[config.mk]
export PLATFORM = sky130hd
export DESIGN_NAME = ir_distance_linearize_average_unit_flat
export DESIGN_NICKNAME = d
export VERILOG_FILES = /design/src/rtl/core/irdla_pkg.sv /design/src/rtl/core/irdla_chan_if.sv /design/src/rtl/core/irdla_datapath.sv /design/src/rtl/core/irdla_ctrl.sv /design/src/rtl/core/ir_distance_linearize_average_unit.sv /design/src/flat_wrapper.sv
export SDC_FILE = /design/constraint.sdc
export NUM_CORES = 2
export LEC_CHECK = 0
export BUFFER_PORTS_ARGS = -buffer_cell sky130_fd_sc_hd__buf_2
export CORE_AREA = 4 4 318 320
export DETAILED_ROUTE_END_ITERATION = 7
export DIE_AREA = 0 0 322 324
export PLACE_DENSITY = 0.71
export SLEW_MARGIN = 30
export SYNTH_ARGS = -nofsm -noshare
export SYNTH_HDL_FRONTEND = slang
export SYNTH_SLANG_ARGS = --single-unit
export TNS_END_PERCENT = 30
[constraint.sdc]
create_clock -name clock -period 10.94 [get_ports clock]
set_input_delay 1.094 -clock clock [delete_from_list [all_inputs] [get_ports clock]]
set_output_delay 1.094 -clock clock [all_outputs]
set_load 0.005 [all_outputs]
[src/rtl/core/irdla_pkg.sv]
// Shared types, constants and calibration tables of the infrared distance averaging unit.
`default_nettype none

package irdla_pkg;

   // Channel and item geometry.
   localparam int CHANNELS      = 4;
   localparam int CH_W          = $clog2(CHANNELS);
   localparam int SAMPLE_BITS   = 8;
   localparam int HISTORY_DEPTH = 5;
   localparam int SLOT_W        = (HISTORY_DEPTH > 1) ? $clog2(HISTORY_DEPTH) : 1;

   // Calibration polynomial: four Q8.24 terms, evaluated by Horner's rule in three steps.
   localparam int POLY_TERMS = 4;
   localparam int TERM_W     = $clog2(POLY_TERMS);
   localparam int MAC_STEPS  = POLY_TERMS - 1;
   localparam int STEP_W     = $clog2(MAC_STEPS);
   localparam int COEF_W     = 32;
   localparam int FRAC_BITS  = 24;
   localparam int ACC_W      = 22 + 2 * SAMPLE_BITS;
   localparam int MAC_PROD_W = ACC_W + SAMPLE_BITS + 1;
   localparam int SCALE_W    = ACC_W + 4;

   // History sample and averaging widths.
   localparam int SAMPLE_W  = 16;
   localparam int SUM_W     = SAMPLE_W + $clog2(HISTORY_DEPTH);
   localparam int DIV_SHIFT = SUM_W + $clog2(HISTORY_DEPTH);
   localparam int RECIP_W   = DIV_SHIFT + 1;
   localparam int PROD_W    = SUM_W + RECIP_W;
   localparam int AVG_W     = SAMPLE_W + 1;

   // Configuration register widths.
   localparam int LIMIT_W     = 12;
   localparam int CODE_W      = 8;
   localparam int CSR_DATA_W  = 12;
   localparam int CSR_INDEX_W = 2;

   localparam logic [STEP_W-1:0] LAST_STEP = STEP_W'(MAC_STEPS - 1);
   localparam logic [CH_W-1:0]   LAST_CHAN = CH_W'(CHANNELS - 1);
   localparam logic [SLOT_W-1:0] LAST_SLOT = SLOT_W'(HISTORY_DEPTH - 1);

   localparam logic [SCALE_W-1:0] FRAC_MASK = SCALE_W'((64'd1 << FRAC_BITS) - 64'd1);

   localparam logic signed [SAMPLE_W-1:0] SAMPLE_MAX = {1'b0, {(SAMPLE_W - 1){1'b1}}};
   localparam logic signed [SAMPLE_W-1:0] SAMPLE_MIN = {1'b1, {(SAMPLE_W - 1){1'b0}}};

   // Reciprocal of the history depth, exact for every reachable sum magnitude.
   localparam logic [RECIP_W-1:0] DIV_RECIP =
      RECIP_W'(((64'd1 << DIV_SHIFT) + HISTORY_DEPTH - 1) / HISTORY_DEPTH);

   // Register reset values.
   localparam logic signed [LIMIT_W-1:0] HIGH_LIMIT_RESET = 12'sd230;
   localparam logic signed [LIMIT_W-1:0] LOW_LIMIT_RESET  = 12'sd40;
   localparam logic [CODE_W-1:0]         FAR_CODE_RESET   = 8'd245;
   localparam logic [CODE_W-1:0]         NEAR_CODE_RESET  = 8'd0;

   // Coefficients per channel, highest power first: c3, c2, c1, c0.
   localparam logic signed [COEF_W-1:0] COEF_TABLE [CHANNELS][POLY_TERMS] = '{
      '{-366, 109052, -12124894, 587470995},
      '{-466, 129185, -13347953, 601233346},
      '{-433, 129185, -13913345, 634490821},
      '{-392, 119118, -13186892, 621637796}
   };

   typedef enum logic [CSR_INDEX_W-1:0] {
      CSR_HIGH_LIMIT = 2'd0,
      CSR_LOW_LIMIT  = 2'd1,
      CSR_FAR_CODE   = 2'd2,
      CSR_NEAR_CODE  = 2'd3
   } csr_index_type;

   typedef enum logic [1:0] {
      STATUS_IN_RANGE = 2'd0,
      STATUS_ABOVE    = 2'd1,
      STATUS_BELOW    = 2'd2
   } status_type;

   typedef enum logic [1:0] {
      ST_IDLE,
      ST_MAC,
      ST_DRAIN,
      ST_HOLD
   } state_type;

   // Commands from the controller to the datapath, one set per cycle.
   typedef struct packed {
      logic              load_in;
      logic              mac_en;
      logic [STEP_W-1:0] mac_step;
      logic [CH_W-1:0]   mac_chan;
      logic              scale_en;
      logic              update_en;
      logic [CH_W-1:0]   update_chan;
      logic              divide_en;
      logic              classify_en;
      logic [CH_W-1:0]   classify_chan;
      logic              out_load;
   } cmd_type;

endpackage

`default_nettype wire

[src/rtl/core/irdla_chan_if.sv]
// Request and response channel interfaces of the infrared distance averaging unit.
`default_nettype none

interface irdla_req_if;
   logic                              valid;
   logic                              ready;
   logic [irdla_pkg::SAMPLE_BITS-1:0] right_front_raw;
   logic [irdla_pkg::SAMPLE_BITS-1:0] right_rear_raw;
   logic [irdla_pkg::SAMPLE_BITS-1:0] left_front_raw;
   logic [irdla_pkg::SAMPLE_BITS-1:0] left_rear_raw;

   modport source (
      output valid, right_front_raw, right_rear_raw, left_front_raw, left_rear_raw,
      input  ready
   );
   modport sink (
      input  valid, right_front_raw, right_rear_raw, left_front_raw, left_rear_raw,
      output ready
   );
endinterface

interface irdla_rsp_if;
   logic                         valid;
   logic                         ready;
   logic [irdla_pkg::CODE_W-1:0] right_front_value;
   logic [irdla_pkg::CODE_W-1:0] right_rear_value;
   logic [irdla_pkg::CODE_W-1:0] left_front_value;
   logic [irdla_pkg::CODE_W-1:0] left_rear_value;
   logic [1:0]                   right_front_status;
   logic [1:0]                   right_rear_status;
   logic [1:0]                   left_front_status;
   logic [1:0]                   left_rear_status;

   modport source (
      output valid, right_front_value, right_rear_value, left_front_value, left_rear_value,
      output right_front_status, right_rear_status, left_front_status, left_rear_status,
      input  ready
   );
   modport sink (
      input  valid, right_front_value, right_rear_value, left_front_value, left_rear_value,
      input  right_front_status, right_rear_status, left_front_status, left_rear_status,
      output ready
   );
endinterface

`default_nettype wire

[src/rtl/core/irdla_datapath.sv]
// Datapath: polynomial unit, history with running sums, divide by depth, classify, result register.
`default_nettype none

module irdla_datapath (
   input  wire logic                                 clock,
   input  wire logic                                 reset,
   input  wire irdla_pkg::cmd_type                   cmd,
   input  wire logic [irdla_pkg::SAMPLE_BITS-1:0]    raw_in [irdla_pkg::CHANNELS],
   input  wire logic                                 csr_we,
   input  wire logic [irdla_pkg::CSR_INDEX_W-1:0]    csr_index,
   input  wire logic [irdla_pkg::CSR_DATA_W-1:0]     csr_wdata,
   output logic [irdla_pkg::CODE_W-1:0]              value_out [irdla_pkg::CHANNELS],
   output irdla_pkg::status_type                     status_out [irdla_pkg::CHANNELS]
);

   // Configuration registers.
   logic signed [irdla_pkg::LIMIT_W-1:0] high_limit_ff;
   logic signed [irdla_pkg::LIMIT_W-1:0] low_limit_ff;
   logic [irdla_pkg::CODE_W-1:0]         far_code_ff;
   logic [irdla_pkg::CODE_W-1:0]         near_code_ff;

   // Captured item and polynomial accumulator.
   logic [irdla_pkg::SAMPLE_BITS-1:0]     raw_ff [irdla_pkg::CHANNELS];
   logic signed [irdla_pkg::ACC_W-1:0]    acc_ff;
   logic signed [irdla_pkg::ACC_W-1:0]    acc_in;
   logic signed [irdla_pkg::ACC_W-1:0]    mul_a;
   logic signed [irdla_pkg::SAMPLE_BITS:0] mul_x;
   logic signed [irdla_pkg::MAC_PROD_W-1:0] mac_prod;
   logic [irdla_pkg::TERM_W-1:0]          coef_idx;

   // Scaling to tenths.
   logic signed [irdla_pkg::SCALE_W-1:0]  acc_ext;
   logic signed [irdla_pkg::SCALE_W-1:0]  scaled;
   logic signed [irdla_pkg::SCALE_W-1:0]  biased;
   logic signed [irdla_pkg::SCALE_W-1:0]  tenths;
   logic [irdla_pkg::SCALE_W-irdla_pkg::SAMPLE_W:0] tenths_top;
   logic signed [irdla_pkg::SAMPLE_W-1:0] sample_in;
   logic signed [irdla_pkg::SAMPLE_W-1:0] sample_ff;

   // History, running sums and slot index.
   logic signed [irdla_pkg::SAMPLE_W-1:0]
      hist_ff [irdla_pkg::HISTORY_DEPTH][irdla_pkg::CHANNELS];
   logic signed [irdla_pkg::SUM_W-1:0]    sum_ff [irdla_pkg::CHANNELS];
   logic signed [irdla_pkg::SUM_W-1:0]    upd_sum;
   logic signed [irdla_pkg::SAMPLE_W-1:0] old_sample;
   logic [irdla_pkg::SLOT_W-1:0]          slot_ff;
   logic signed [irdla_pkg::SUM_W-1:0]    div_sum_ff;

   // Divide by depth.
   logic                                  div_neg;
   logic [irdla_pkg::SUM_W-1:0]           div_mag;
   logic [irdla_pkg::PROD_W-1:0]          div_prod;
   logic [irdla_pkg::PROD_W-1:0]          prod_ff;
   logic                                  neg_ff;

   // Classification and result registers.
   logic [irdla_pkg::SAMPLE_W-1:0]        quot;
   logic [irdla_pkg::AVG_W-1:0]           avg_mag;
   logic signed [irdla_pkg::AVG_W-1:0]    avg;
   logic signed [irdla_pkg::AVG_W-1:0]    high_ext;
   logic signed [irdla_pkg::AVG_W-1:0]    low_ext;
   logic [irdla_pkg::CODE_W-1:0]          cls_value;
   irdla_pkg::status_type                 cls_status;
   logic [irdla_pkg::CODE_W-1:0]          stage_value_ff [irdla_pkg::CHANNELS];
   irdla_pkg::status_type                 stage_status_ff [irdla_pkg::CHANNELS];
   logic [irdla_pkg::CODE_W-1:0]          value_ff [irdla_pkg::CHANNELS];
   irdla_pkg::status_type                 status_ff [irdla_pkg::CHANNELS];

   // Configuration writes.
   always_ff @(posedge clock) begin
      if (reset) begin
         high_limit_ff <= irdla_pkg::HIGH_LIMIT_RESET;
         low_limit_ff  <= irdla_pkg::LOW_LIMIT_RESET;
         far_code_ff   <= irdla_pkg::FAR_CODE_RESET;
         near_code_ff  <= irdla_pkg::NEAR_CODE_RESET;
      end else if (csr_we) begin
         unique case (irdla_pkg::csr_index_type'(csr_index))
            irdla_pkg::CSR_HIGH_LIMIT: high_limit_ff <= csr_wdata;
            irdla_pkg::CSR_LOW_LIMIT:  low_limit_ff  <= csr_wdata;
            irdla_pkg::CSR_FAR_CODE:   far_code_ff   <= csr_wdata[irdla_pkg::CODE_W-1:0];
            irdla_pkg::CSR_NEAR_CODE:  near_code_ff  <= csr_wdata[irdla_pkg::CODE_W-1:0];
         endcase
      end
   end

   // Horner step: the first step multiplies the cubic coefficient, later ones the accumulator.
   always_comb begin
      coef_idx = irdla_pkg::TERM_W'(cmd.mac_step) + irdla_pkg::TERM_W'(1);
      mul_x    = $signed({1'b0, raw_ff[cmd.mac_chan]});
      mul_a    = (cmd.mac_step == '0)
               ? irdla_pkg::ACC_W'(irdla_pkg::COEF_TABLE[cmd.mac_chan][0]) : acc_ff;
      mac_prod = mul_a * mul_x;
      acc_in   = mac_prod[irdla_pkg::ACC_W-1:0]
               + irdla_pkg::ACC_W'(irdla_pkg::COEF_TABLE[cmd.mac_chan][coef_idx]);
   end

   // Times ten, shift out the fraction toward zero, then saturate to the sample width.
   always_comb begin
      acc_ext    = irdla_pkg::SCALE_W'(acc_ff);
      scaled     = (acc_ext <<< 3) + (acc_ext <<< 1);
      biased     = scaled + (scaled[irdla_pkg::SCALE_W-1] ? irdla_pkg::FRAC_MASK : '0);
      tenths     = biased >>> irdla_pkg::FRAC_BITS;
      tenths_top = tenths[irdla_pkg::SCALE_W-1:irdla_pkg::SAMPLE_W-1];
      if ((&tenths_top) || !(|tenths_top)) begin
         sample_in = tenths[irdla_pkg::SAMPLE_W-1:0];
      end else if (tenths[irdla_pkg::SCALE_W-1]) begin
         sample_in = irdla_pkg::SAMPLE_MIN;
      end else begin
         sample_in = irdla_pkg::SAMPLE_MAX;
      end
   end

   // The running sum drops the sample being replaced and adds the new one.
   always_comb begin
      old_sample = hist_ff[slot_ff][cmd.update_chan];
      upd_sum    = sum_ff[cmd.update_chan] - irdla_pkg::SUM_W'(old_sample)
                 + irdla_pkg::SUM_W'(sample_ff);
   end

   // Magnitude times the reciprocal of the depth.
   always_comb begin
      div_neg  = div_sum_ff[irdla_pkg::SUM_W-1];
      div_mag  = div_neg ? -div_sum_ff : div_sum_ff;
      div_prod = div_mag * irdla_pkg::DIV_RECIP;
   end

   // Signed average against the limits; the high limit is tested first.
   always_comb begin
      quot     = prod_ff[irdla_pkg::DIV_SHIFT +: irdla_pkg::SAMPLE_W];
      avg_mag  = {1'b0, quot};
      avg      = neg_ff ? -avg_mag : avg_mag;
      high_ext = irdla_pkg::AVG_W'(high_limit_ff);
      low_ext  = irdla_pkg::AVG_W'(low_limit_ff);
      if (avg > high_ext) begin
         cls_value  = far_code_ff;
         cls_status = irdla_pkg::STATUS_ABOVE;
      end else if (avg < low_ext) begin
         cls_value  = near_code_ff;
         cls_status = irdla_pkg::STATUS_BELOW;
      end else begin
         cls_status = irdla_pkg::STATUS_IN_RANGE;
         if (avg[irdla_pkg::AVG_W-1]) begin
            cls_value = '0;
         end else if (|avg[irdla_pkg::AVG_W-2:irdla_pkg::CODE_W]) begin
            cls_value = '1;
         end else begin
            cls_value = avg[irdla_pkg::CODE_W-1:0];
         end
      end
   end

   // History, running sums and slot index start cleared.
   always_ff @(posedge clock) begin
      if (reset) begin
         for (int s = 0; s < irdla_pkg::HISTORY_DEPTH; s++) begin
            for (int c = 0; c < irdla_pkg::CHANNELS; c++) begin
               hist_ff[s][c] <= '0;
            end
         end
         for (int c = 0; c < irdla_pkg::CHANNELS; c++) begin
            sum_ff[c] <= '0;
         end
         slot_ff <= '0;
      end else if (cmd.update_en) begin
         hist_ff[slot_ff][cmd.update_chan] <= sample_ff;
         sum_ff[cmd.update_chan]           <= upd_sum;
         if (cmd.update_chan == irdla_pkg::LAST_CHAN) begin
            slot_ff <= (slot_ff == irdla_pkg::LAST_SLOT)
                     ? '0 : slot_ff + irdla_pkg::SLOT_W'(1);
         end
      end
   end

   // Payload registers of the stages.
   always_ff @(posedge clock) begin
      if (cmd.load_in) begin
         raw_ff <= raw_in;
      end
      if (cmd.mac_en) begin
         acc_ff <= acc_in;
      end
      if (cmd.scale_en) begin
         sample_ff <= sample_in;
      end
      if (cmd.update_en) begin
         div_sum_ff <= upd_sum;
      end
      if (cmd.divide_en) begin
         prod_ff <= div_prod;
         neg_ff  <= div_neg;
      end
      if (cmd.classify_en) begin
         stage_value_ff[cmd.classify_chan]  <= cls_value;
         stage_status_ff[cmd.classify_chan] <= cls_status;
      end
      if (cmd.out_load) begin
         value_ff  <= stage_value_ff;
         status_ff <= stage_status_ff;
      end
   end

   assign value_out  = value_ff;
   assign status_out = status_ff;

endmodule

`default_nettype wire

[src/rtl/core/irdla_ctrl.sv]
// Controller: sequences the polynomial steps per channel, tracks the tail stages, owns the handshakes.
`default_nettype none

module irdla_ctrl (
   input  wire logic          clock,
   input  wire logic          reset,
   input  wire logic          req_valid,
   output logic               req_ready,
   output logic               rsp_valid,
   input  wire logic          rsp_ready,
   output irdla_pkg::cmd_type cmd
);

   irdla_pkg::state_type             state_ff;
   irdla_pkg::state_type             state_in;
   logic [irdla_pkg::STEP_W-1:0]     step_ff;
   logic [irdla_pkg::STEP_W-1:0]     step_in;
   logic [irdla_pkg::CH_W-1:0]       chan_ff;
   logic [irdla_pkg::CH_W-1:0]       chan_in;
   logic                             rsp_valid_ff;
   logic                             rsp_valid_in;

   // Tail stage tags: scale, update, divide, classify.
   logic                             scl_vld_ff;
   logic [irdla_pkg::CH_W-1:0]       scl_ch_ff;
   logic                             upd_vld_ff;
   logic [irdla_pkg::CH_W-1:0]       upd_ch_ff;
   logic                             div_vld_ff;
   logic [irdla_pkg::CH_W-1:0]       div_ch_ff;
   logic                             cls_vld_ff;
   logic [irdla_pkg::CH_W-1:0]       cls_ch_ff;

   // State and counter registers.
   always_ff @(posedge clock) begin
      if (reset) begin
         state_ff     <= irdla_pkg::ST_IDLE;
         step_ff      <= '0;
         chan_ff      <= '0;
         rsp_valid_ff <= 1'b0;
      end else begin
         state_ff     <= state_in;
         step_ff      <= step_in;
         chan_ff      <= chan_in;
         rsp_valid_ff <= rsp_valid_in;
      end
   end

   // A channel enters the tail after its last polynomial step and moves one stage a cycle.
   always_ff @(posedge clock) begin
      if (reset) begin
         scl_vld_ff <= 1'b0;
         upd_vld_ff <= 1'b0;
         div_vld_ff <= 1'b0;
         cls_vld_ff <= 1'b0;
         scl_ch_ff  <= '0;
         upd_ch_ff  <= '0;
         div_ch_ff  <= '0;
         cls_ch_ff  <= '0;
      end else begin
         scl_vld_ff <= cmd.mac_en && (step_ff == irdla_pkg::LAST_STEP);
         scl_ch_ff  <= chan_ff;
         upd_vld_ff <= scl_vld_ff;
         upd_ch_ff  <= scl_ch_ff;
         div_vld_ff <= upd_vld_ff;
         div_ch_ff  <= upd_ch_ff;
         cls_vld_ff <= div_vld_ff;
         cls_ch_ff  <= div_ch_ff;
      end
   end

   // Next state and commands.
   always_comb begin
      state_in  = state_ff;
      step_in   = step_ff;
      chan_in   = chan_ff;
      req_ready = 1'b0;
      cmd       = '0;

      unique case (state_ff)
         irdla_pkg::ST_IDLE: begin
            req_ready = 1'b1;
            if (req_valid) begin
               cmd.load_in = 1'b1;
               step_in     = '0;
               chan_in     = '0;
               state_in    = irdla_pkg::ST_MAC;
            end
         end
         irdla_pkg::ST_MAC: begin
            cmd.mac_en = 1'b1;
            if (step_ff == irdla_pkg::LAST_STEP) begin
               step_in = '0;
               chan_in = chan_ff + irdla_pkg::CH_W'(1);
               if (chan_ff == irdla_pkg::LAST_CHAN) begin
                  state_in = irdla_pkg::ST_DRAIN;
               end
            end else begin
               step_in = step_ff + irdla_pkg::STEP_W'(1);
            end
         end
         irdla_pkg::ST_DRAIN: begin
            if (cls_vld_ff && (cls_ch_ff == irdla_pkg::LAST_CHAN)) begin
               state_in = irdla_pkg::ST_HOLD;
            end
         end
         irdla_pkg::ST_HOLD: begin
            if (!rsp_valid_ff || rsp_ready) begin
               cmd.out_load = 1'b1;
               state_in     = irdla_pkg::ST_IDLE;
            end
         end
      endcase

      cmd.mac_step      = step_ff;
      cmd.mac_chan      = chan_ff;
      cmd.scale_en      = scl_vld_ff;
      cmd.update_en     = upd_vld_ff;
      cmd.update_chan   = upd_ch_ff;
      cmd.divide_en     = div_vld_ff;
      cmd.classify_en   = cls_vld_ff;
      cmd.classify_chan = cls_ch_ff;

      // The result register fills on a load and empties when taken.
      if (cmd.out_load) begin
         rsp_valid_in = 1'b1;
      end else if (rsp_ready) begin
         rsp_valid_in = 1'b0;
      end else begin
         rsp_valid_in = rsp_valid_ff;
      end
   end

   assign rsp_valid = rsp_valid_ff;

   // A new item is never taken while a channel is still in the tail.
   a_accept_tail_empty: assert property (@(posedge clock) disable iff (reset)
      (req_valid && req_ready) |-> !(scl_vld_ff || upd_vld_ff || div_vld_ff || cls_vld_ff))
      else $error("item accepted while the tail stages are busy");

   // Channels enter the tail spaced by their polynomial steps, so at most two stages are busy.
   a_tail_spacing: assert property (@(posedge clock) disable iff (reset)
      $countones({scl_vld_ff, upd_vld_ff, div_vld_ff, cls_vld_ff}) <= 2)
      else $error("tail stages overlap more than expected");

   // Classifying the last channel ends the drain.
   a_drain_done: assert property (@(posedge clock) disable iff (reset)
      (cls_vld_ff && (cls_ch_ff == irdla_pkg::LAST_CHAN)) |=> (state_ff == irdla_pkg::ST_HOLD))
      else $error("last channel classified without moving to hold");

   // A fresh result appears only from the hold state.
   a_rsp_from_hold: assert property (@(posedge clock) disable iff (reset)
      $rose(rsp_valid_ff) |-> ($past(state_ff) == irdla_pkg::ST_HOLD))
      else $error("result raised outside the hold state");

endmodule

`default_nettype wire

[src/rtl/core/ir_distance_linearize_average_unit.sv]
// Top level of the four-channel infrared distance linearizer with moving average.
`default_nettype none

// One item holds one raw reading from each of the four sensors and produces one result
// item with a value and a status per sensor. Items are processed one at a time: the
// input is ready again in the cycle after the result register is loaded, so a new item
// is not accepted before the last one is through. Each item passes through the shared
// multiply-accumulate unit, which evaluates each channel's cubic in three Horner steps,
// followed by four tail stages for the last channel (scale to tenths, history and
// running-sum update, divide by the depth, classify), and then the result register is
// loaded. The result register holds a finished item until it is taken, while the next
// item is accepted and worked on. The history and running sums are cleared by reset in
// the same cycle; there is no clearing pass. Configuration writes take effect at once and
// are meant to be made while the unit is idle.
module ir_distance_linearize_average_unit (
   input  wire logic                              clock,
   input  wire logic                              reset,
   irdla_req_if.sink                              req_ch,
   irdla_rsp_if.source                            rsp_ch,
   input  wire logic                              csr_we,
   input  wire logic [irdla_pkg::CSR_INDEX_W-1:0] csr_index,
   input  wire logic [irdla_pkg::CSR_DATA_W-1:0]  csr_wdata
);

   irdla_pkg::cmd_type                cmd;
   logic [irdla_pkg::SAMPLE_BITS-1:0] raw [irdla_pkg::CHANNELS];
   logic [irdla_pkg::CODE_W-1:0]      value [irdla_pkg::CHANNELS];
   irdla_pkg::status_type             status [irdla_pkg::CHANNELS];

   // Channel order: right front, right rear, left front, left rear.
   assign raw[0] = req_ch.right_front_raw;
   assign raw[1] = req_ch.right_rear_raw;
   assign raw[2] = req_ch.left_front_raw;
   assign raw[3] = req_ch.left_rear_raw;

   irdla_ctrl u_ctrl (
      .clock     (clock),
      .reset     (reset),
      .req_valid (req_ch.valid),
      .req_ready (req_ch.ready),
      .rsp_valid (rsp_ch.valid),
      .rsp_ready (rsp_ch.ready),
      .cmd       (cmd)
   );

   irdla_datapath u_datapath (
      .clock      (clock),
      .reset      (reset),
      .cmd        (cmd),
      .raw_in     (raw),
      .csr_we     (csr_we),
      .csr_index  (csr_index),
      .csr_wdata  (csr_wdata),
      .value_out  (value),
      .status_out (status)
   );

   // Result fields.
   assign rsp_ch.right_front_value  = value[0];
   assign rsp_ch.right_rear_value   = value[1];
   assign rsp_ch.left_front_value   = value[2];
   assign rsp_ch.left_rear_value    = value[3];
   assign rsp_ch.right_front_status = status[0];
   assign rsp_ch.right_rear_status  = status[1];
   assign rsp_ch.left_front_status  = status[2];
   assign rsp_ch.left_rear_status   = status[3];

endmodule

`default_nettype wire

[src/flat_wrapper.sv]
// flat-port wrapper written by rule: the top's interface ports become plain ports
module ir_distance_linearize_average_unit_flat 
  (clock, reset, csr_we, csr_index, csr_wdata, req_ch_valid, req_ch_right_front_raw, req_ch_right_rear_raw, req_ch_left_front_raw, req_ch_left_rear_raw, req_ch_ready, rsp_ch_valid, rsp_ch_right_front_value, rsp_ch_right_rear_value, rsp_ch_left_front_value, rsp_ch_left_rear_value, rsp_ch_right_front_status, rsp_ch_right_rear_status, rsp_ch_left_front_status, rsp_ch_left_rear_status, rsp_ch_ready);
  irdla_req_if req_ch_i ();
  irdla_rsp_if rsp_ch_i ();
  input  wire logic clock;
  input  wire logic reset;
  input  wire logic csr_we;
  input  wire logic [irdla_pkg::CSR_INDEX_W-1:0] csr_index;
  input  wire logic [irdla_pkg::CSR_DATA_W-1:0] csr_wdata;
  input wire logic [$bits(req_ch_i.valid)-1:0] req_ch_valid;
  input wire logic [$bits(req_ch_i.right_front_raw)-1:0] req_ch_right_front_raw;
  input wire logic [$bits(req_ch_i.right_rear_raw)-1:0] req_ch_right_rear_raw;
  input wire logic [$bits(req_ch_i.left_front_raw)-1:0] req_ch_left_front_raw;
  input wire logic [$bits(req_ch_i.left_rear_raw)-1:0] req_ch_left_rear_raw;
  output wire logic [$bits(req_ch_i.ready)-1:0] req_ch_ready;
  output wire logic [$bits(rsp_ch_i.valid)-1:0] rsp_ch_valid;
  output wire logic [$bits(rsp_ch_i.right_front_value)-1:0] rsp_ch_right_front_value;
  output wire logic [$bits(rsp_ch_i.right_rear_value)-1:0] rsp_ch_right_rear_value;
  output wire logic [$bits(rsp_ch_i.left_front_value)-1:0] rsp_ch_left_front_value;
  output wire logic [$bits(rsp_ch_i.left_rear_value)-1:0] rsp_ch_left_rear_value;
  output wire logic [$bits(rsp_ch_i.right_front_status)-1:0] rsp_ch_right_front_status;
  output wire logic [$bits(rsp_ch_i.right_rear_status)-1:0] rsp_ch_right_rear_status;
  output wire logic [$bits(rsp_ch_i.left_front_status)-1:0] rsp_ch_left_front_status;
  output wire logic [$bits(rsp_ch_i.left_rear_status)-1:0] rsp_ch_left_rear_status;
  input wire logic [$bits(rsp_ch_i.ready)-1:0] rsp_ch_ready;
  assign req_ch_i.valid = req_ch_valid;
  assign req_ch_i.right_front_raw = req_ch_right_front_raw;
  assign req_ch_i.right_rear_raw = req_ch_right_rear_raw;
  assign req_ch_i.left_front_raw = req_ch_left_front_raw;
  assign req_ch_i.left_rear_raw = req_ch_left_rear_raw;
  assign req_ch_ready = req_ch_i.ready;
  assign rsp_ch_valid = rsp_ch_i.valid;
  assign rsp_ch_right_front_value = rsp_ch_i.right_front_value;
  assign rsp_ch_right_rear_value = rsp_ch_i.right_rear_value;
  assign rsp_ch_left_front_value = rsp_ch_i.left_front_value;
  assign rsp_ch_left_rear_value = rsp_ch_i.left_rear_value;
  assign rsp_ch_right_front_status = rsp_ch_i.right_front_status;
  assign rsp_ch_right_rear_status = rsp_ch_i.right_rear_status;
  assign rsp_ch_left_front_status = rsp_ch_i.left_front_status;
  assign rsp_ch_left_rear_status = rsp_ch_i.left_rear_status;
  assign rsp_ch_i.ready = rsp_ch_ready;
  ir_distance_linearize_average_unit u_core (.clock(clock), .reset(reset), .req_ch(req_ch_i), .rsp_ch(rsp_ch_i), .csr_we(csr_we), .csr_index(csr_index), .csr_wdata(csr_wdata));
endmodule
* Word level (Yosys, flattened, before mapping)
Memory sizes are Yosys's and may differ from the RTL's. A register that Yosys moved wholly into a read port is not among the register bits.
Index checks and enable logic that the tools add are counted.
W data, S select, Z words.
** Operators by class
- Add/subtract/negate cells :: 10
- $mul :: 2
- Magnitude comparators :: 8
- Equality and inequality tests :: 16
- Multiplexer cells :: 67
- Bitwise logic cells :: 4
- Reduce and logical (&&, ||, !) cells :: 26
** Operator list (count)
- $bmux W128 S2 :: 1
- $mux W128 :: 2
- $mux W64 :: 3
- $mux W16 :: 5
- $bmux W32 S2 :: 1
- $mux W32 :: 2
- $reduce_or A64 Y1 :: 1
- $mux W8 :: 7
- $add A41 B39 Y42 :: 1
- $add A42 B24 Y42 :: 1
- $add A38 B38 Y38 :: 1
- $mul A19 B20 Y38 const B :: 1
- $mul A38 B9 Y38 :: 1
- $mux W19 :: 2
- $mux W38 :: 1
- $bmux W16 S2 :: 1
- $bwmux W32 :: 1
- $demux W16 S2 :: 1
- $mux W2 :: 13
- $mux W24 :: 1
- $add A19 B16 Y19 :: 1
- $neg A19 Y19 :: 1
- $reduce_or A19 Y1 :: 1
- $sub A19 B16 Y19 :: 1
- 31 further kinds :: 82
** Storage, ports and cells
- Flip-flop bits (word level) :: 286
- Memory bits (writable) :: 396
- Input port bits :: 51
- Output and inout bits :: 42
- Logic and storage cells :: 177
- Memories :: 2
** Memory list
- u_core.u_datapath.hist_ff :: depth 5, width 64, rd ports 1, clocked after memory_dff 1, write ports 5, line irdla_datapath.sv:42 : hist_ff [irdla_pkg::HISTORY_DEPTH][irdla_pkg::CHANNELS];
- u_core.u_datapath.sum_ff :: depth 4, width 19, rd ports 1, clocked after memory_dff 1, write ports 4, line irdla_datapath.sv:43 : logic signed [irdla_pkg::SUM_W-1:0] sum_ff [irdla_pkg::CHANNELS];

* Longest topological paths before layout
- Depth in word-level cells :: 8
- Gate-level depth with buffers :: 31
- Gate-level depth less buffers :: 31

* Cells and area by module
Synthesis repeated with hierarchy kept, for this count alone.
** Unflattened totals
- Cells, all modules :: 4402
- Area total of the unflattened synthesis :: 53840.4 um^2
** Modules (own cells, without submodules)
- irdla_datapath :: times used 1, cells an instance 4323, area an instance 53055.9 um^2, sequential area each 24643.6 um^2
- irdla_ctrl :: times used 1, cells an instance 79, area an instance 784.5 um^2, sequential area each 380.4 um^2

* Least setup slack after synthesis
No wires, ideal clock.
- Path type :: register -> register
- From :: register u_core.u_ctrl.step_ff[0] (netlist name)
- To :: register u_core.u_datapath.acc_ff[37] (netlist name), data pin
- Setup time :: 0.136 ns
- Arrival time :: 7.732 ns
- Required time :: 10.804 ns
- Setup slack :: 3.072 ns
- Stages on the path, launching flop included :: 30
- Path buffers :: 3
- Period minus slack after synthesis :: 7.868 ns
- Cells stage by stage :: dfxtp_1 > inv_2 > ha_1 > clkbuf_1 > buf_1 > clkbuf_1 > mux2i_1 > nor2_1 > fa_1 > inv_1 > fa_1 > inv_1 > fa_1 > fa_1 > inv_1 > fa_1 > inv_1 > ha_1 > a21o_1 > a21o_1 > a21oi_1 > o21ai_0 > nand2_1 > o311ai_1 > a2bb2oi_1 > a221oi_1 > o31ai_1 > o41a_1 > or4_1 > nand3_1
** Between the ends
- Word-level cells in the longest chain between the ends :: 6
- Elaborated cells between the ends (all ways) :: 9
- Those cells by class :: add/sub (2); mul (1); mux (4); bitwise (1); reduce/logical (1)
** RTL lines
- start: declaration :: line irdla_ctrl.sv:16 : logic [irdla_pkg::STEP_W-1:0] step_ff;
- start signal: assignment :: line irdla_ctrl.sv:42 : step_ff <= step_in;
- branches (longest 5 deep; another with $mul A38 B9 Y38)
- $add A38 B38 Y38 (*) :: line irdla_datapath.sv:94 : + irdla_pkg::ACC_W'(irdla_pkg::COEF_TABLE[cmd.mac_chan][coef_idx]);
- named net u_core.u_datapath.acc_in (one bit) :: line irdla_datapath.sv:25 : logic signed [irdla_pkg::ACC_W-1:0] acc_in;
- end signal: assignment :: line irdla_datapath.sv:180 : acc_ff <= acc_in;
- end: declaration :: line irdla_datapath.sv:24 : logic signed [irdla_pkg::ACC_W-1:0] acc_ff;
Mark *: on every way through the listed nets, which the timed path passes. The select of a mux whose other input is x is not followed.
A chain may end at the register's enable or synchronous reset.

* Worst setup path after layout
- From :: register u_core.u_datapath.div_sum_ff[0] (netlist name)
- To :: register u_core.u_datapath.prod_ff[37] (netlist name), data pin
** Between the ends
- Word-level cells in the longest chain between the ends :: 3
** RTL lines
- start: declaration :: line irdla_datapath.sv:47 : logic signed [irdla_pkg::SUM_W-1:0] div_sum_ff;
- start signal: assignment :: line irdla_datapath.sv:186 : div_sum_ff <= upd_sum;
- $neg A19 Y19 :: line irdla_datapath.sv:123 : div_mag = div_neg ? -div_sum_ff : div_sum_ff;
- $mux W19 (*) :: line irdla_datapath.sv:123
- $mul A19 B20 Y38 (*) :: line irdla_datapath.sv:124 : div_prod = div_mag * irdla_pkg::DIV_RECIP;
- named net u_core.u_datapath.div_prod (one bit) :: line irdla_datapath.sv:52 : logic [irdla_pkg::PROD_W-1:0] div_prod;
- end signal: assignment :: line irdla_datapath.sv:189 : prod_ff <= div_prod;
- end: declaration :: line irdla_datapath.sv:53 : logic [irdla_pkg::PROD_W-1:0] prod_ff;
The timed path passes the listed nets; every way through them passes the cells marked *.

==> reports/qor.csv <==
stage;metric;value;unit
synth;synth_edf_count;790;
placement;port_buffers;92;
global_routing;grt_usage;24.7;%
flow_run;max_cap_viol_count;0;
detailed_routing;vias;34047;
clock_network;post_cts_buffers;0;
synth;synth_seq_cells;855;
clock_network;cts_buffers;90;
critical_path;crit_path_end_kind;register;
timing;slew_violations;0;
critical_path;critPathKind;reg -> reg;
floorplan;io_pins;93;
timing;period_minus_slack;8.51;ns
clock_network;root_buffer;clkbuf_16;
global_routing;grt_pass1_wl;197000;um
synth;syn_inst;4400;
finish;finalNetCount;5198;
detailed_routing;wire_per_inst;21.9;um
critical_path;slowest_stage;fa_1;
synth;yosysSeqAreaShare;46.5;%
global_routing;grt_pass1_vias;34053;
timing;hold_viol;0;
clock_network;clkSinkCount;855;
synth;synth_top_cell_area_share;44.1;%
floorplan;start_util;54.8;%
critical_path;cp_data_required_time;11.34;ns
global_routing;grt_max_degree;110;
placement;routabilityCongestion;0.892;
global_routing;met1_usage;33.1;%
clock_network;cts_hold_buf;0;
floorplan;die_x;322;um
floorplan;rows;115;
global_routing;grt_busiest_layer;met2;
synth;ys_types;86;
status;status;complete, no violations;
synth;yosysWarnings;0;
clock_network;clk_path_buf_depth;3;
synth;ys.flop_type;edfxtp_1;
synth;syn_area_per_cell;12.2;um^2
timing;period_share;77.7;%
timing;tns;0;ns
timing;grt_setup_unrepaired;false;
floorplan;die_area;104000;um^2
global_routing;grt_overflow;0;
synth;syn_area;53800;um^2
finish;drive_above_1_share;12.3;%
clock_network;post_cts_resized;0;
critical_path;critical_path.max_stage_delay;0.49;ns
clock_network;insertion_delay;0.71;ns
finish;syn_to_final_growth;9.46;%
clock_network;cts.clk_slew.worst_paths;0.06;ns
synth;syn_nets;5135;
synth;synthArstFlopShare;0;%
floorplan;placeableCoreArea;98100;um^2
global_routing;antenna_found_initial;11;
critical_path;path_max_fanout;6;
synth;netlist_top_cells_area;edfxtp_1 44%, fa_1 13%, ha_1 8.0%, mux4_2 7.6%, inv_1 4.2%;
critical_path;critPathLaunchType;register;
global_routing;grt_util_met2;39.8;%
critical_path;critPathArrivalTime;8.90;ns
clock_network;cts.htree.levels;3;
detailed_routing;drc;0;
detailed_routing;drtAntennaViolNets;0;
timing;finClkSkew;0.0591;ns
finish;fillCellCount;7589;
detailed_routing;drt_iter0_drc;3258;
clock_network;tritoncts;yes;
timing;fmax;0.118;GHz
detailed_routing;viasPerCell;5.84;
floorplan;die_h;324;um
timing;setup_viol;0;
detailed_routing;drt_first_pass_iters;5;
synth;synth_top_area_cell;edfxtp_1;
timing;worst_slew_pin_slew;0.992;ns
global_routing;met3_usage;5.87;%
placement;dp_hpwl;91000;um
detailed_routing;finalWirelength;128000;um
min_path;hold_path_class;reg -> reg;
timing;max_slew_margin;33.8;%
path summary, 6_finish.rpt:
check,from,end,slack (ns),cells past startpoint
max reg2reg,u_core.u_datapath.div_sum_ff[0]$_DFFE_PP_,u_core.u_datapath.prod_ff[37]$_DFFE_PP_,2.43,30
min reg2reg,u_core.u_datapath.stage_value_ff[9]$_DFFE_PP_,u_core.u_datapath.value_out[9]$_DFFE_PP_,0.41,0
min,u_core.u_datapath.stage_value_ff[9]$_DFFE_PP_,u_core.u_datapath.value_out[9]$_DFFE_PP_,0.41,0
max,u_core.u_datapath.div_sum_ff[0]$_DFFE_PP_,u_core.u_datapath.prod_ff[37]$_DFFE_PP_,2.43,30
cells in the mapped netlist, types with 78 or more instances:
master and n:
nor2_1 596, inv_1 600, nand2_1 217, clkbuf_1 141
edfxtp_1 790, xnor2_1 109, a21oi_1 147, fa_1 342
o21ai_0 169, and2_1 78, mux4_2 182, ha_1 342
flip-flops by register name, indices dropped and copies added (netlist names), 16 cells and up, named ones only:
| name | count |
|---|---|
| u_core.u_datapath.value_out | 32 |
| u_core.u_datapath.prod_ff | 16 |
| u_core.u_datapath.div_sum_ff | 19 |
| u_core.u_datapath.hist_ff | 512 |
| u_core.u_datapath.stage_value_ff | 32 |
| u_core.u_datapath.sample_ff | 16 |
| u_core.u_datapath.acc_ff | 38 |
| u_core.u_datapath.sum_ff | 76 |
| u_core.u_datapath.raw_ff | 32 |
worst max-delay path: cells and delay by family, from the launching register on:
family	cells	cell delay (ns)
adder cells (fa/ha/maj)	7	2.85
XOR/XNOR	2	0.35
buffers and inverters	5	0.58
AND/OR/NAND/NOR	5	1.47
flip-flops	1	0.43
AO/OA/AOI/OAI	11	2.52
stage by stage:
| step | cell area [um^2] | hold slack [ns] | setup slack [ns] | cells | util, % |
|---|---|---|---|---|---|
| after global placement | 55600 | 0.401 | 2.56 | 5657 | 56.7 |
| final | 58900 | 0.410 | 2.43 | 5827 | 60.0 |
| after global routing | 58900 | 0.409 | 1.89 | 5824 | 60.0 |
| after detailed placement | 55700 | 0.405 | 2.44 | 5658 | 56.8 |
| after CTS | 58800 | 0.410 | 2.40 | 5823 | 59.9 |
| after floorplan | 53800 | 0.400 | 3.07 | 4400 | - |
routing by layer:
| metal | vias up | wire (um) |
|---|---|---|
| met1 | 17005 | 51000 |
| met5 | - | 13 |
| li1 | 15405 | - |
| met2 | 1349 | 60600 |
| met3 | 286 | 11000 |
| met4 | 2 | 5150 |
cell usage in the layout, fill, tap and decap left out, types with 10 or more instances in the layout:
cell type  count
edfxtp_1     790
inv_1        600
nor2_1       595
fa_1         342
ha_1         339
nand2_1      217
mux4_2       182
o21ai_0      168
a21oi_1      147
xnor2_1      109
buf_2         92
clkbuf_16     90
and2_1        78
dfxtp_1       60
a21o_1        57
nor3_1        47
buf_4         45
xor2_1        43
mux2i_1       34
nand3_1       33
nand2b_1      33
nor2b_1       29
mux2_2        23
o21a_1        20
clkbuf_1      19
a211oi_1      17
and3_1        17
o21ai_2       17
nand4_1       15
a211o_1       15
or2_2         14
clkinv_1      13
o31ai_1       12
o21bai_1      11
clkinv_2      11
bufinv_16     11
o211ai_1      10
a31oi_1       10
cells by family (layout without fill, tap and decap cells):
group / Yosys count / count (layout) / synth area share [%]
compound gates: 553 / 553 / 6.53
xor+xnor: 152 / 152 / 2.48
other cells: 0 / 4 / 0
mux: 239 / 239 / 8.74
fa+ha+maj: 684 / 684 / 20.7
simple gates: 1142 / 1142 / 9.57
buf+inv: 775 / 911 / 5.45
flops: 855 / 855 / 46.5
area by class of cell:
type	instances	area, um^2	share of cell area (%)
Clock inverter	50	714	1.21
Timing Repair Buffer	140	866	1.47
Sequential cell	855	25000	42.5
Antenna cell	4	10.0	0.0170
Inverter	606	2270	3.86
Tap cell	1287	1610	2.74
Clock buffer	115	2410	4.09
Multi-Input combinational cell	2770	25900	44.1
Power is not shown: default switching activity piles up to over one toggle a cycle in this logic, so the estimate is an artifact.
